===== src/sv/nars_pkg.sv =====
// shared types and constants of the newline aligned range splitter
package nars_pkg;

  localparam int NUM_BITS       = 6;
  localparam int CFG_INDEX_BITS = 2;
  localparam int MAX_WORKERS    = 32;
  localparam int QUEUE_DEPTH    = 4;

  localparam logic [7:0] NEWLINE_BYTE = 8'd10;

  localparam logic [CFG_INDEX_BITS-1:0] REG_FILE_SIZE    = CFG_INDEX_BITS'(0);
  localparam logic [CFG_INDEX_BITS-1:0] REG_WORKER_COUNT = CFG_INDEX_BITS'(1);

  // what one accepted byte asks of the result side
  typedef struct packed {
    logic                first;      // boundary 0 goes out
    logic                hit;        // newline closes a range
    logic [NUM_BITS-1:0] hit_num;    // number of that boundary
    logic                eof;        // pending boundaries go out as the file size
    logic [NUM_BITS-1:0] eof_start;  // first pending boundary
    logic [NUM_BITS-1:0] workers;    // effective worker count
  } nars_ctrl_t;

endpackage


===== src/sv/nars_divider.sv =====
// restoring divider for file size over worker count, one quotient bit a cycle
module nars_divider #(
  parameter int OFFSET_BITS = 40
) (
  input  logic                          clk,
  input  logic                          rst,
  input  logic                          start,
  input  logic [OFFSET_BITS-1:0]        dividend,
  input  logic [nars_pkg::NUM_BITS-1:0] divisor,
  output logic                          busy,
  output logic [OFFSET_BITS-1:0]        quotient,
  output logic [nars_pkg::NUM_BITS-1:0] remainder
);
  import nars_pkg::*;

  localparam int CNT_BITS = $clog2(OFFSET_BITS);

  logic [CNT_BITS-1:0] count;
  logic [NUM_BITS:0]   trial;
  logic                fits;

  assign trial = {remainder, dividend[OFFSET_BITS-1-count]};
  assign fits  = trial >= {1'b0, divisor};

  always_ff @(posedge clk) begin
    if (rst) begin
      busy      <= 1'b0;
      count     <= '0;
      quotient  <= OFFSET_BITS'(1);
      remainder <= '0;
    end else if (start) begin
      busy      <= 1'b1;
      count     <= '0;
      quotient  <= '0;
      remainder <= '0;
    end else if (busy) begin
      quotient  <= {quotient[OFFSET_BITS-2:0], fits};
      remainder <= fits ? NUM_BITS'(trial - {1'b0, divisor}) : NUM_BITS'(trial);
      if (count == CNT_BITS'(OFFSET_BITS - 1)) begin
        busy <= 1'b0;
      end
      count <= count + 1'b1;
    end
  end

endmodule


===== src/sv/nars_front.sv =====
// front side: takes bytes, tracks targets and newlines, queues result requests
module nars_front #(
  parameter int OFFSET_BITS = 40
) (
  input  logic                          clk,
  input  logic                          rst,
  input  logic                          in_valid,
  output logic                          in_ready,
  input  logic [7:0]                    data_byte,
  input  logic                          end_of_file,
  input  logic [nars_pkg::NUM_BITS-1:0] workers,
  input  logic [OFFSET_BITS-1:0]        quotient,
  input  logic [nars_pkg::NUM_BITS-1:0] remainder,
  input  logic                          div_busy,
  input  logic                          queue_full,
  output logic                          push,
  output nars_pkg::nars_ctrl_t          push_ctrl,
  output logic [OFFSET_BITS-1:0]        push_ofs
);
  import nars_pkg::*;

  logic [OFFSET_BITS-1:0] byte_position;
  logic [NUM_BITS-1:0]    next_boundary;
  logic [OFFSET_BITS:0]   search_start;
  logic [OFFSET_BITS-1:0] even_target;
  logic [NUM_BITS-1:0]    target_remainder;

  logic                   accept;
  logic                   first;
  logic [NUM_BITS-1:0]    nb0;
  logic [NUM_BITS-1:0]    nb1;
  logic [OFFSET_BITS-1:0] even0;
  logic [OFFSET_BITS-1:0] even1;
  logic [NUM_BITS-1:0]    rem0;
  logic [NUM_BITS-1:0]    rem1;
  logic [OFFSET_BITS:0]   ss0;
  logic [OFFSET_BITS:0]   ss1;
  logic [OFFSET_BITS-1:0] pos;
  logic [OFFSET_BITS:0]   after;
  logic [NUM_BITS:0]      sum;
  logic                   carry;
  logic                   hit;
  logic                   step;
  logic                   eof_part;
  logic                   norm;

  // remainder left at or above a smaller worker count is folded back first
  assign norm     = !div_busy && (target_remainder >= workers);
  assign in_ready = !div_busy && !norm && !queue_full;
  assign accept   = in_valid && in_ready;

  always_comb begin
    first = (next_boundary == '0);
    nb0   = first ? NUM_BITS'(1) : next_boundary;
    even0 = first ? quotient : even_target;
    rem0  = first ? remainder : target_remainder;
    ss0   = first ? {1'b0, quotient} : search_start;
    pos   = first ? '0 : byte_position;
    after = {1'b0, pos} + 1'b1;

    hit = (data_byte == NEWLINE_BYTE) && (nb0 < workers) && (ss0 <= {1'b0, pos});
    nb1 = hit ? nb0 + 1'b1 : nb0;
    step = hit && (nb1 < workers);

    sum   = {1'b0, rem0} + {1'b0, remainder};
    carry = sum >= {1'b0, workers};
    rem1  = carry ? NUM_BITS'(sum - {1'b0, workers}) : NUM_BITS'(sum);
    even1 = even0 + quotient + OFFSET_BITS'(carry);
    ss1   = ({1'b0, even1} > after) ? {1'b0, even1} : after;

    eof_part = end_of_file && (nb1 <= workers);
  end

  assign push = accept && (first || hit || eof_part);

  always_comb begin
    push_ctrl.first     = first;
    push_ctrl.hit       = hit;
    push_ctrl.hit_num   = nb0;
    push_ctrl.eof       = eof_part;
    push_ctrl.eof_start = nb1;
    push_ctrl.workers   = workers;
    push_ofs            = after[OFFSET_BITS-1:0];
  end

  always_ff @(posedge clk) begin
    if (rst) begin
      byte_position    <= '0;
      next_boundary    <= '0;
      search_start     <= '0;
      even_target      <= '0;
      target_remainder <= '0;
    end else if (accept) begin
      if (end_of_file) begin
        byte_position    <= '0;
        next_boundary    <= '0;
        search_start     <= '0;
        even_target      <= '0;
        target_remainder <= '0;
      end else begin
        byte_position    <= after[OFFSET_BITS-1:0];
        next_boundary    <= nb1;
        even_target      <= step ? even1 : even0;
        target_remainder <= step ? rem1 : rem0;
        search_start     <= step ? ss1 : ss0;
      end
    end else if (norm) begin
      target_remainder <= target_remainder - workers;
      even_target      <= even_target + 1'b1;
    end
  end

endmodule


===== src/sv/nars_fifo.sv =====
// short queue of result requests between front and back
module nars_fifo #(
  parameter int OFFSET_BITS = 40
) (
  input  logic                   clk,
  input  logic                   rst,
  input  logic                   push,
  input  nars_pkg::nars_ctrl_t   push_ctrl,
  input  logic [OFFSET_BITS-1:0] push_ofs,
  input  logic                   pop,
  output logic                   full,
  output logic                   head_valid,
  output nars_pkg::nars_ctrl_t   head_ctrl,
  output logic [OFFSET_BITS-1:0] head_ofs
);
  import nars_pkg::*;

  localparam int PTR_BITS = $clog2(QUEUE_DEPTH);

  nars_ctrl_t             ctrl_mem [QUEUE_DEPTH];
  logic [OFFSET_BITS-1:0] ofs_mem  [QUEUE_DEPTH];
  logic [PTR_BITS-1:0]    wr_ptr;
  logic [PTR_BITS-1:0]    rd_ptr;
  logic [PTR_BITS:0]      count;

  assign full       = (count == (PTR_BITS + 1)'(QUEUE_DEPTH));
  assign head_valid = (count != '0);
  assign head_ctrl  = ctrl_mem[rd_ptr];
  assign head_ofs   = ofs_mem[rd_ptr];

  always_ff @(posedge clk) begin
    if (push) begin
      ctrl_mem[wr_ptr] <= push_ctrl;
      ofs_mem[wr_ptr]  <= push_ofs;
    end
  end

  always_ff @(posedge clk) begin
    if (rst) begin
      wr_ptr <= '0;
      rd_ptr <= '0;
      count  <= '0;
    end else begin
      if (push) begin
        wr_ptr <= wr_ptr + 1'b1;
      end
      if (pop) begin
        rd_ptr <= rd_ptr + 1'b1;
      end
      case ({push, pop})
        2'b10:   count <= count + 1'b1;
        2'b01:   count <= count - 1'b1;
        default: count <= count;
      endcase
    end
  end

endmodule


===== src/sv/nars_back.sv =====
// back side: expands each queued request into boundaries, one a cycle while out_ready does not stall it
module nars_back #(
  parameter int OFFSET_BITS = 40
) (
  input  logic                          clk,
  input  logic                          rst,
  input  logic                          head_valid,
  input  nars_pkg::nars_ctrl_t          head_ctrl,
  input  logic [OFFSET_BITS-1:0]        head_ofs,
  output logic                          pop,
  output logic                          out_valid,
  input  logic                          out_ready,
  output logic [OFFSET_BITS-1:0]        out_ofs,
  output logic [nars_pkg::NUM_BITS-1:0] out_num,
  output logic                          out_last
);
  import nars_pkg::*;

  logic                   first_done;
  logic                   hit_done;
  logic                   eof_busy;
  logic [NUM_BITS-1:0]    k;

  logic                   load;
  logic                   advance;
  logic                   take_first;
  logic                   take_hit;
  logic [NUM_BITS-1:0]    kc;
  logic                   last_piece;
  logic [OFFSET_BITS-1:0] res_ofs;
  logic [NUM_BITS-1:0]    res_num;

  assign load    = !out_valid || out_ready;
  assign advance = head_valid && load;

  always_comb begin
    take_first = head_ctrl.first && !first_done;
    take_hit   = !take_first && head_ctrl.hit && !hit_done;
    kc         = eof_busy ? k : head_ctrl.eof_start;
    if (take_first) begin
      last_piece = !(head_ctrl.hit || head_ctrl.eof);
      res_ofs    = '0;
      res_num    = '0;
    end else if (take_hit) begin
      last_piece = !head_ctrl.eof;
      res_ofs    = head_ofs;
      res_num    = head_ctrl.hit_num;
    end else begin
      last_piece = (kc == head_ctrl.workers);
      res_ofs    = head_ofs;
      res_num    = kc;
    end
  end

  assign pop = advance && last_piece;

  always_ff @(posedge clk) begin
    if (advance) begin
      out_ofs  <= res_ofs;
      out_num  <= res_num;
      out_last <= (res_num == head_ctrl.workers);
    end
  end

  always_ff @(posedge clk) begin
    if (rst) begin
      out_valid  <= 1'b0;
      first_done <= 1'b0;
      hit_done   <= 1'b0;
      eof_busy   <= 1'b0;
      k          <= '0;
    end else begin
      if (load) begin
        out_valid <= head_valid;
      end
      if (advance) begin
        if (last_piece) begin
          first_done <= 1'b0;
          hit_done   <= 1'b0;
          eof_busy   <= 1'b0;
        end else if (take_first) begin
          first_done <= 1'b1;
        end else if (take_hit) begin
          hit_done <= 1'b1;
        end else begin
          eof_busy <= 1'b1;
          k        <= kc + 1'b1;
        end
      end
    end
  end

endmodule


===== src/sv/newline_aligned_range_splitter_core.sv =====
// top level of the newline aligned range splitter
//
// channel  | dir | handshake         | contents
// ---------+-----+-------------------+--------------------------------------------
// s_*      | in  | s_tvalid/s_tready | one file byte, s_tlast on the last byte
// m_*      | out | m_tvalid/m_tready | one boundary offset and number, m_tlast on
//          |     |                   | the boundary equal to the worker count
// cfg_*    | in  | cfg_we            | file size (index 0), worker count (index 1)
//
// one byte a cycle while s_tready is high; results leave one a cycle while m_tready is
// high, so a byte that opens a file and hits a newline, or the end-of-file byte, keeps
// the back busy while the four-entry queue lets bytes keep coming
// every config write restarts the quotient/remainder divider: s_tready stays low
// while it runs, and then while the remainder is folded back when the worker count
// drops mid-file
// reset is synchronous; the queue and output register come up empty
// the output register takes a new transaction whenever it is empty or drained, so a
// stalled m_tready backs up into the queue and, once that is full, into s_tready
module newline_aligned_range_splitter_core #(
  parameter int OFFSET_BITS = 40
) (
  input  logic                                clk,
  input  logic                                rst,
  // data_byte
  input  logic [7:0]                          s_tdata,
  input  logic                                s_tlast,
  input  logic                                s_tvalid,
  output logic                                s_tready,
  // boundary_offset, boundary_number, zero pad
  output logic [((OFFSET_BITS + nars_pkg::NUM_BITS + 7) / 8) * 8 - 1:0] m_tdata,
  output logic                                m_tlast,
  output logic                                m_tvalid,
  input  logic                                m_tready,
  input  logic                                cfg_we,
  input  logic [nars_pkg::CFG_INDEX_BITS-1:0] cfg_index,
  input  logic [OFFSET_BITS-1:0]              cfg_data
);
  import nars_pkg::*;

  localparam int TDATA_BITS = ((OFFSET_BITS + NUM_BITS + 7) / 8) * 8;

  logic [OFFSET_BITS-1:0] file_size;
  logic [NUM_BITS-1:0]    worker_count;
  logic [NUM_BITS-1:0]    workers;

  logic                   div_busy;
  logic [OFFSET_BITS-1:0] quotient;
  logic [NUM_BITS-1:0]    remainder;

  logic                   push;
  nars_ctrl_t             push_ctrl;
  logic [OFFSET_BITS-1:0] push_ofs;
  logic                   pop;
  logic                   queue_full;
  logic                   head_valid;
  nars_ctrl_t             head_ctrl;
  logic [OFFSET_BITS-1:0] head_ofs;

  logic [OFFSET_BITS-1:0] out_ofs;
  logic [NUM_BITS-1:0]    out_num;

  // config registers
  always_ff @(posedge clk) begin
    if (rst) begin
      file_size    <= OFFSET_BITS'(1);
      worker_count <= NUM_BITS'(1);
    end else if (cfg_we) begin
      case (cfg_index)
        REG_FILE_SIZE:    file_size    <= cfg_data;
        REG_WORKER_COUNT: worker_count <= cfg_data[NUM_BITS-1:0];
        default:          ;
      endcase
    end
  end

  // zero workers means one, anything above the supported count saturates
  always_comb begin
    if (worker_count == '0) begin
      workers = NUM_BITS'(1);
    end else if (worker_count > NUM_BITS'(MAX_WORKERS)) begin
      workers = NUM_BITS'(MAX_WORKERS);
    end else begin
      workers = worker_count;
    end
  end

  nars_divider #(.OFFSET_BITS(OFFSET_BITS)) u_divider (
    .clk       (clk),
    .rst       (rst),
    .start     (cfg_we),
    .dividend  (file_size),
    .divisor   (workers),
    .busy      (div_busy),
    .quotient  (quotient),
    .remainder (remainder)
  );

  nars_front #(.OFFSET_BITS(OFFSET_BITS)) u_front (
    .clk         (clk),
    .rst         (rst),
    .in_valid    (s_tvalid),
    .in_ready    (s_tready),
    .data_byte   (s_tdata),
    .end_of_file (s_tlast),
    .workers     (workers),
    .quotient    (quotient),
    .remainder   (remainder),
    .div_busy    (div_busy),
    .queue_full  (queue_full),
    .push        (push),
    .push_ctrl   (push_ctrl),
    .push_ofs    (push_ofs)
  );

  nars_fifo #(.OFFSET_BITS(OFFSET_BITS)) u_fifo (
    .clk        (clk),
    .rst        (rst),
    .push       (push),
    .push_ctrl  (push_ctrl),
    .push_ofs   (push_ofs),
    .pop        (pop),
    .full       (queue_full),
    .head_valid (head_valid),
    .head_ctrl  (head_ctrl),
    .head_ofs   (head_ofs)
  );

  nars_back #(.OFFSET_BITS(OFFSET_BITS)) u_back (
    .clk        (clk),
    .rst        (rst),
    .head_valid (head_valid),
    .head_ctrl  (head_ctrl),
    .head_ofs   (head_ofs),
    .pop        (pop),
    .out_valid  (m_tvalid),
    .out_ready  (m_tready),
    .out_ofs    (out_ofs),
    .out_num    (out_num),
    .out_last   (m_tlast)
  );

  // offset in the low bits, number above it, zeros to the byte
  assign m_tdata = TDATA_BITS'({out_num, out_ofs});

endmodule

===== config.mk =====
export PLATFORM = sky130hd
export DESIGN_NAME = newline_aligned_range_splitter_core
export DESIGN_NICKNAME = d
export VERILOG_FILES = /design/src/sv/nars_pkg.sv /design/src/sv/nars_divider.sv /design/src/sv/nars_front.sv /design/src/sv/nars_fifo.sv /design/src/sv/nars_back.sv /design/src/sv/newline_aligned_range_splitter_core.sv
export SDC_FILE = /design/constraint.sdc
export NUM_CORES = 1
export LEC_CHECK = 0
export ABC_AREA = 0
export BUFFER_PORTS_ARGS = -buffer_cell sky130_fd_sc_hd__buf_2
export CAP_MARGIN = 20
export CORE_UTILIZATION = 49
export CTS_BUF_LIST = sky130_fd_sc_hd__clkbuf_8
export DETAILED_ROUTE_END_ITERATION = 8
export PLACE_DENSITY = 0.68
export SLEW_MARGIN = 10
export SYNTH_ARGS = -nofsm -noshare
export SYNTH_HDL_FRONTEND = slang
export SYNTH_HIERARCHICAL = 1
export SYNTH_SLANG_ARGS = --single-unit

===== constraint.sdc =====
create_clock -name clk -period 10.2 [get_ports clk]
set_clock_uncertainty 0.2 [all_clocks]
set_input_delay 1.53 -clock clk [delete_from_list [all_inputs] [get_ports clk]]
set_output_delay 1.53 -clock clk [all_outputs]
set_load 0.02 [all_outputs]

==> run summary <==
cell count after synthesis - 3,007
slowest CP cell - or4_4
met3 wire len - 6.09 mm
Initial Utilization - 49.7%
Fillers - 5,366
Critical R2R Launch - u_front/next_boundary[1]
Starting DRT DRC Count - 2,031
Crit path largest cell delay - 580 ps
Cells after DPL - 3,809
layout cells sized above 1 - 13.9%
Final #Nets - 3,297
routed vias - 23,433
Detail Route met2 WL - 36.1 mm
Slew headroom - 19.1%
ys flop type - edfxtp_1
critical path data required time - 10,550 ps
Post-CTS Hold Fix Bufs - 0
Clock Sink Count - 542
Reg clk slew, reported paths - 60 ps
vias in the first global route - 22,840
count leader, synth - nand2_1
postcts setup bufs - 0
Data arrival, critical path - 9960 ps
Avg Cell Area, Syn - 10.2 um^2
Startpoint Class - flop
PortBufs - 104
worst reg2reg endpoint - u_front/search_start[28]
worst setup path endpoint - u_front/search_start[28]
post-synth top area cell - edfxtp_1
Hold Fails Final Rpt - 0
Hold Path Class - reg2reg
Post-synth EDFFs - 291
CTS H-tree depth - 3
final worst setup slack - 590 ps
pre-CTS setup slack - -180 ps
Tcrit/Tclk final - 94.2%
drt drc - 0
clk buf depth - 3
PD cells - 194 mW/mm^2
mapped cell area - 0.0307 mm^2
status - finished clean
FP Rows - 91
Lkg Pwr - 13.0 nW
Ports - 107
grt total ovfl - 0
Fmax - 0.104 GHz
die width - 252 um
CORE AREA - 0.0618 mm^2
Top Layer Used - met4
Vias per Instance - 5.89
worst-skew pair later-pin latency - 680 ps
Worst Tran Pin Value - 1200 ps
synthesized flop and latch total - 542
maxcap violations - 0
Ys Warns - 6
Met1 Wirelength - 36.4 mm
post-synthesis async set-or-reset flop share - 0%
first-pass GRT wire length - 126 mm
synth-to-layout area growth - 9.70%
cts bufs inserted - 92
Root Buffer - clkbuf_8
Period minus WS final - 9610 ps
router iterations before antenna repair - 6
critical setup path kind - reg2reg
Post-synth top cells - nand2_1, edfxtp_1, dfxtp_1
setup slack, reg-to-reg - 590 ps
gpl congestion - 0.967
Slew Limit Fails - 0
WHS - 261 ps
Max Fanout on Critical Path - 13
main area contributors after synthesis - edfxtp_1, dfxtp_1, ha_1
Post-DRT Antenna Nets - 0
Critical Path Sink Type - flop
DP HPWL - 56.3 mm
Worst setup startpoint - u_front/next_boundary[1]
worst reg2reg path depth - 37
Worst VDD drop - 0.113 mV
area share of the largest cell type after synthesis - 28.5%
antenna violations before repair - 1
GRT Total Usage - 25.3%
register area share after synthesis - 44.8%
Non-Filler Instances - 3,981
DR WL/cell - 20.2 um
post-synth cell types - 104
CP most frequent cell - a21oi_1
TritonCTS clock tree - built
final setup fails - 0
Post-Route WL - 80.6 mm
largest net degree at the start of global routing - 112
die height - 252 um
die area - 0.0637 mm^2
layout by cell type (no fill, tap or decap), types with 63 or more instances in the layout:
master / n
nand2_1: 367
nand3_1: 63
edfxtp_1: 291
buf_2: 103
a21oi_1: 154
ha_1: 167
mux4_2: 67
nor3_1: 72
inv_1: 131
clkbuf_8: 115
mux2i_1: 149
nand2b_1: 102
nor2_1: 243
o21ai_0: 88
dfxtp_1: 248
xnor2_1: 76
final cells by class:
type / instances / area (um^2) / area share (%)
multi-input cells: 2182 / 15700 / 46.6
flip-flops and latches: 542 / 13800 / 40.9
clock buffers: 115 / 1580 / 4.70
well taps: 837 / 1050 / 3.11
repair buffers: 145 / 885 / 2.63
inverters: 104 / 390 / 1.16
clock inverters: 55 / 320 / 0.951
diodes: 1 / 2.50 / 0.00743
layer usage:
metal	vias up	track usage, %
met5	-	0
met4	0	9.18
met3	111	3.79
met2	945	39.8
met1	11278	35.4
li1	11099	-
worst min path at each step:
stage                        startpoint                       end  slack (ps)  depth (start not counted)
2_1_floorplan   u_front/search_start[0]   u_front/search_start[0]         220                          2
6_report       u_front/search_start[14]  u_front/search_start[14]         260                          2
3_3_place_gp    u_front/search_start[0]   u_front/search_start[0]         230                          2
3_5_place_dp   u_front/search_start[14]  u_front/search_start[14]         250                          2
5_1_grt         u_front/search_start[7]   u_front/search_start[7]         280                          2
4_1_cts        u_front/search_start[14]  u_front/search_start[14]         260                          2
report_power, final:
group          internal [mW]  total [mW]  switching [mW]
combinational          0.708        1.87            1.17
sequential              2.57        2.67          0.0921
clock                   1.07        1.98           0.909
state kept, by name, summed over array words and instances (netlist names), 2 cells and up, named ones only:
signal                    cells
file_size                    40
u_back/k                      6
u_back/out_num                6
u_back/out_ofs               40
u_divider/count               6
u_divider/quotient           40
u_divider/remainder           6
u_fifo/count                  3
u_fifo/ctrl_mem              84
u_fifo/ofs_mem              160
u_fifo/rd_ptr                 2
u_fifo/wr_ptr                 2
u_front/byte_position        40
u_front/even_target          40
u_front/next_boundary         6
u_front/search_start         41
u_front/target_remainder      6
worker_count                  6
through the flow:
stage	util, %	TNS [ps]	instance area [um^2]	power [mW]
floorplan	-	0	30700	4.10
global placement	51.3	0	31700	4.54
detailed placement	51.3	-2630	31700	4.58
CTS	54.4	0	33600	6.58
global route	54.5	-5.62	33700	6.84
finish	54.5	0	33700	6.52
critical path: cells and delay by family, from the launching register on:
| kind | cells | cell delay (ps) |
|---|---|---|
| compound gates | 19 | 4020 |
| simple gates | 8 | 1880 |
| fa+ha+maj | 5 | 1810 |
| xor+xnor | 2 | 520 |
| buf+inv | 2 | 400 |
| flops | 1 | 380 |
| mux | 1 | 230 |
cell families after synthesis:
kind of cell / synth area share (%)
buf+inv: 4.43
xor+xnor: 3.56
other cells: 0.0122
simple gates: 17.4
compound gates: 12.1
flops: 44.8
fa+ha+maj: 7.26
mux: 10.4
repair_timing:
| item | CTS | global route |
|---|---|---|
| resized for setup | 2 | 10 |
| gates cloned | 0 | 0 |
| setup endpoints to repair | 30 | 40 |
Note: power is estimated with default switching activity, not from simulation.
